--- src/rtl/core/bfa_pkg.sv ---
// ----------------------------------------------------------------------------
// bfa_pkg
// Shared types, table depths and codes of the best-fit pool allocator.
// ----------------------------------------------------------------------------
`default_nettype none
package bfa_pkg;
    localparam int FREE_ENTRIES = 64;
    localparam int USED_ENTRIES = 64;
    localparam int FW = $clog2(FREE_ENTRIES);
    localparam int UW = $clog2(USED_ENTRIES);
    localparam logic [30:0] POOL_BYTES = 31'd1073741824;

    localparam logic [1:0] OP_ALLOC = 2'd0;
    localparam logic [1:0] OP_FREE  = 2'd1;
    localparam logic [1:0] OP_QUERY = 2'd2;

    localparam logic [2:0] ST_OK      = 3'd0;
    localparam logic [2:0] ST_ZERO    = 3'd1;
    localparam logic [2:0] ST_NOFIT   = 3'd2;
    localparam logic [2:0] ST_NOTALLOC = 3'd3;
    localparam logic [2:0] ST_FULL    = 3'd4;

    typedef struct packed {
        logic [1:0]  op;
        logic [30:0] req_size;
        logic [29:0] req_offset;
    } req_t;

    typedef struct packed {
        logic [2:0]  status;
        logic [29:0] grant_offset;
        logic [30:0] grant_size;
    } rsp_t;

    // controller to datapath
    typedef struct packed {
        logic load;       // capture request, clear scan results
        logic clr_idx;    // restart scan index
        logic scan_used;  // examine used entry at index
        logic scan_free;  // examine free entry at index
        logic inc_idx;    // advance index
        logic commit;     // apply table update and build result
    } cmd_t;

    // datapath to controller
    typedef struct packed {
        logic [1:0] op;
        logic       idx_last;
    } sts_t;
endpackage
`default_nettype wire

--- src/rtl/core/bfa_ctrl.sv ---
// ----------------------------------------------------------------------------
// bfa_ctrl
// Sequencer: accept, scan used table, scan free table (not for a query), drain, commit, deliver.
// ----------------------------------------------------------------------------
`default_nettype none
module bfa_ctrl (
    input  wire logic        clk,
    input  wire logic        rst_n,
    input  wire logic        in_valid,
    output logic             in_ready,
    output logic             out_valid,
    input  wire logic        out_ready,
    output bfa_pkg::cmd_t    cmd,
    input  wire bfa_pkg::sts_t sts
);
    localparam logic [2:0] S_IDLE = 3'd0;
    localparam logic [2:0] S_USED = 3'd1;
    localparam logic [2:0] S_FREE = 3'd2;
    localparam logic [2:0] S_COMMIT = 3'd3;
    localparam logic [2:0] S_OUT  = 3'd4;
    localparam logic [2:0] S_DRAIN = 3'd5;

    logic [2:0] state_reg, state_next;

    always_ff @(posedge clk or negedge rst_n)
    begin
        if (!rst_n)
        begin
            state_reg <= S_IDLE;
        end
        else
        begin
            state_reg <= state_next;
        end
    end

    // sequence the scans; result register holds until taken
    always_comb
    begin
        state_next = state_reg;
        cmd = '0;
        in_ready = 1'b0;
        out_valid = 1'b0;
        case (state_reg)
            S_IDLE:
            begin
                in_ready = 1'b1;
                if (in_valid)
                begin
                    cmd.load = 1'b1;
                    cmd.clr_idx = 1'b1;
                    state_next = S_USED;
                end
            end
            S_USED:
            begin
                cmd.scan_used = 1'b1;
                cmd.inc_idx = 1'b1;
                if (sts.idx_last)
                begin
                    cmd.clr_idx = 1'b1;
                    state_next = (sts.op == bfa_pkg::OP_QUERY) ? S_DRAIN : S_FREE;
                end
            end
            S_FREE:
            begin
                cmd.scan_free = 1'b1;
                cmd.inc_idx = 1'b1;
                if (sts.idx_last)
                begin
                    state_next = S_DRAIN;
                end
            end
            // wait for the last registered table read to be examined
            S_DRAIN:
            begin
                state_next = S_COMMIT;
            end
            S_COMMIT:
            begin
                cmd.commit = 1'b1;
                state_next = S_OUT;
            end
            S_OUT:
            begin
                out_valid = 1'b1;
                if (out_ready)
                begin
                    state_next = S_IDLE;
                end
            end
            default:
            begin
                state_next = S_IDLE;
            end
        endcase
    end
endmodule
`default_nettype wire

--- config.mk ---
export PLATFORM = sky130hd
export DESIGN_NAME = bfa_ctrl
export DESIGN_NICKNAME = d
export VERILOG_FILES = /design/src/rtl/core/bfa_pkg.sv /design/src/rtl/core/bfa_ctrl.sv
export SDC_FILE = /design/constraint.sdc
export NUM_CORES = 1
export LEC_CHECK = 0
export ABC_AREA = 1
export BUFFER_PORTS_ARGS = -buffer_cell sky130_fd_sc_hd__buf_4
export CELL_PAD_IN_SITES_DETAIL_PLACEMENT = 1
export CELL_PAD_IN_SITES_GLOBAL_PLACEMENT = 2
export CORE_MARGIN = 1.5
export CORE_UTILIZATION = 19
export DETAILED_ROUTE_END_ITERATION = 7
export GPL_TIMING_DRIVEN = 0
export PLACE_DENSITY_LB_ADDON = 0.1
export SLEW_MARGIN = 20
export SYNTH_ARGS = -nofsm -noshare
export SYNTH_HDL_FRONTEND = slang
export SYNTH_SLANG_ARGS = --single-unit
--- constraint.sdc ---
create_clock -name clk -period 3 [get_ports clk]
set_input_delay 0 -clock clk [delete_from_list [all_inputs] [get_ports clk]]
set_output_delay 0 -clock clk [all_outputs]
set_load 0.02 [all_outputs]
==> out/results.tsv <==
stage	metric	value	unit
timing	drv_slew	0	
cts	tritoncts	yes	
cells_and_area	nets	74	
drt	post_drt_wl_per_cell	9.68	um
yosys	synth_cell_types	15	
worst_setup_path	rr_startpoint	state_reg[1]$_DFFE_PN0P_	
timing	rsz0062_at_grt	false	
drt	postRouteAntennaNets	0	
worst_setup_path	path_class	reg -> out	
placement	io_buffers	14	
worst_setup_path	crit_path_end	cmd[4]	
yosys	ys_seq_elements	3	
cts	hold_buffers	1	
placement	place_inst	76	
cells_and_area	area_growth	58.2	%
cells_and_area	antenna_cells	0	
floorplanning	ios	15	
worst_setup_path	reg2reg_slack	1.89	ns
grt	antenna_found_initial	0	
cts	cts_max_level	1	
timing	tightest_slew	0.258	ns
timing	fmax	773	MHz
grt	grt_pass1_vias	316	
placement	pre_cts_ws	1.87	ns
worst_setup_path	crit_start	state_reg[1]$_DFFE_PN0P_	
worst_setup_path	path_max_fanout	6	
cts	clock_path_buffers	2	
drt	drc	0	
grt	grt_max_degree	10	
cts	clock_latency	0.23	ns
placement	place_area	399	um^2
floorplanning	die-area	1690	um^2
cts	cts-root-buf	clkbuf_4	
cts	clk_pin_slew	0.04	ns
yosys	syn_avg_cell_area	5.86	um^2
timing	finalSetupViolations	0	
grt	grt_pass1_wl	1250	um
floorplanning	die_width	41.1	um
floorplanning	start_util	20.6	%
cells_and_area	drive_gt1_share	40.9	%
yosys	syn_nets	54	
timing	skew	0.00591	ns
timing	finalCriticalPeriod	1.29	ns
grt	grt.total_usage	11.4	%
worst_setup_path	r2r-end	state_reg[0]$_DFFE_PN0P_	
drt	drtPass1Iterations	4	
worst_setup_path	slowest_delay	0.46	ns
cells_and_area	instances_no_fill	81	
yosys	netlist_instances	47	
yosys	yosysWarnings	0	
cells_and_area	largest_register_ffs	3	
drt	vias	337	
cells_and_area	post-route-util	32.6	%
worst_setup_path	reg2reg_depth	6	
grt	gr-total-overflow	0	
outcome	outcome	complete, no violations	
worst_setup_path	crit_path_top_delay_cell	dfrtp_1	
worst_setup_path	startpoint_type	flop	
floorplanning	rows	13	
flow_run	max_cap_viol_count	0	
worst_setup_path	crit_chain	nor2_2 -> nand2_1 -> o22ai_1 -> buf_4	
placement	hpwl	656	um
floorplanning	dieHeight	41.1	um
timing	finalHoldViolations	0	
floorplanning	core-area	1330	um^2
drt	drt_iter0_drc	3	
yosys	netlist_area	275	um^2
cells_and_area	design_area	435	um^2
cts	post_cts_resized	0	
drt	drt-total-wl	784	um
worst_setup_path	worst_ep_required_time	3.00	ns
cts	cts_sinks	3	
worst_setup_path	critPathCaptureType	output port	
timing	finalWorstSetupSlack	1.71	ns
power	p_per_area	1070	nW/um^2
power	p_leak	0.000271	uW
timing	max-slew-margin-rel	82.8	%
worst_setup_path	critPathArrivalTime	1.29	ns
power	vdd_drop_max	0.402	mV
timing	tns	0	ns
yosys	ys_seq_area_share	27.3	%
timing	finalCritPeriodShare	43.1	%
drt	vias_per_cell	4.16	
cts	post_cts_buffers	0	
placement	gp_congestion	0.666	
hold_path	hold_class	in -> reg	
cts	cts_made_buffers	3	
==> cells in the final DEF, fill, tap and decap left out, types with 2 or more instances in the layout <==
cell type	n
inv_1	6
nor2_2	2
buf_4	14
nand2_1	14
dfrtp_1	3
nand3_1	6
clkbuf_4	3
nor2_1	3
inv_2	4
nand2_2	2
==> worst min path at each step <==
stage          startpoint                        to  slack [ns]  cells after the start
2_1_floorplan       rst_n  state_reg[0]$_DFFE_PN0P_       -0.30                      0
3_3_place_gp        rst_n  state_reg[2]$_DFFE_PN0P_       -0.21                      1
3_5_place_dp        rst_n  state_reg[2]$_DFFE_PN0P_       -0.21                      1
4_1_cts            sts[0]  state_reg[1]$_DFFE_PN0P_        0.04                      4
5_1_grt            sts[0]  state_reg[1]$_DFFE_PN0P_        0.04                      4
6_report           sts[0]  state_reg[0]$_DFFE_PN0P_        0.04                      4
==> layout make-up <==
cell class,instances,area [um^2]
Timing Repair Buffer,15,115
Tap cell,15,18.8
Multi-Input combinational cell,32,153
Fill cell,183,898
Clock buffer,4,26.3
Sequential cell,3,75.1
Inverter,12,47.5
==> cell families (layout without fill, tap and decap cells) <==
group	after synthesis	in the layout	share of synthesized area (%)
simple gates	30	30	51.4
buf+inv	12	31	17.3
compound gates	2	2	4.09
flops	3	3	27.3
==> metal layers <==
metal | routed length [um] | GRT usage, %
met1 | 365 | 13.9
met2 | 372 | 18.0
met3 | 45 | 3.80
met4 | 0 | 5.00
met5 | 0 | 0
==> Yosys cell counts (all sizes together) <==
library cell	number	area, um^2
nor2	5	23.8
nor3	1	5.00
clkinv	1	3.75
dfrtp	3	75.1
o21ai	1	5.00
inv	11	43.8
nand3b	1	7.51
nand2	16	65.1
nand3	7	40.0
o22ai	1	6.26
==> worst max-delay path: cells and delay by family (launching register included) <==
kind                   cells  cell delay [ns]
AO/OA/AOI/OAI              1             0.16
flip-flops                 1             0.46
AND/OR/NAND/NOR            2             0.29
buffers and inverters      1             0.16
==> power by group <==
group,internal (uW),switching (uW)
logic,121,189
clock network,49.9,21.5
registers,57.7,25.7
total,229,237
==> stage by stage <==
| step | power [uW] | hold slack [ns] |
|---|---|---|
| after floorplan | 283 | -0.296 |
| after global placement | 402 | -0.210 |
| after CTS | 478 | 0.0385 |
| final | 465 | 0.0351 |
| after global routing | 513 | 0.0425 |
| after detailed placement | 400 | -0.207 |
Power figures use the tool's default switching activity.
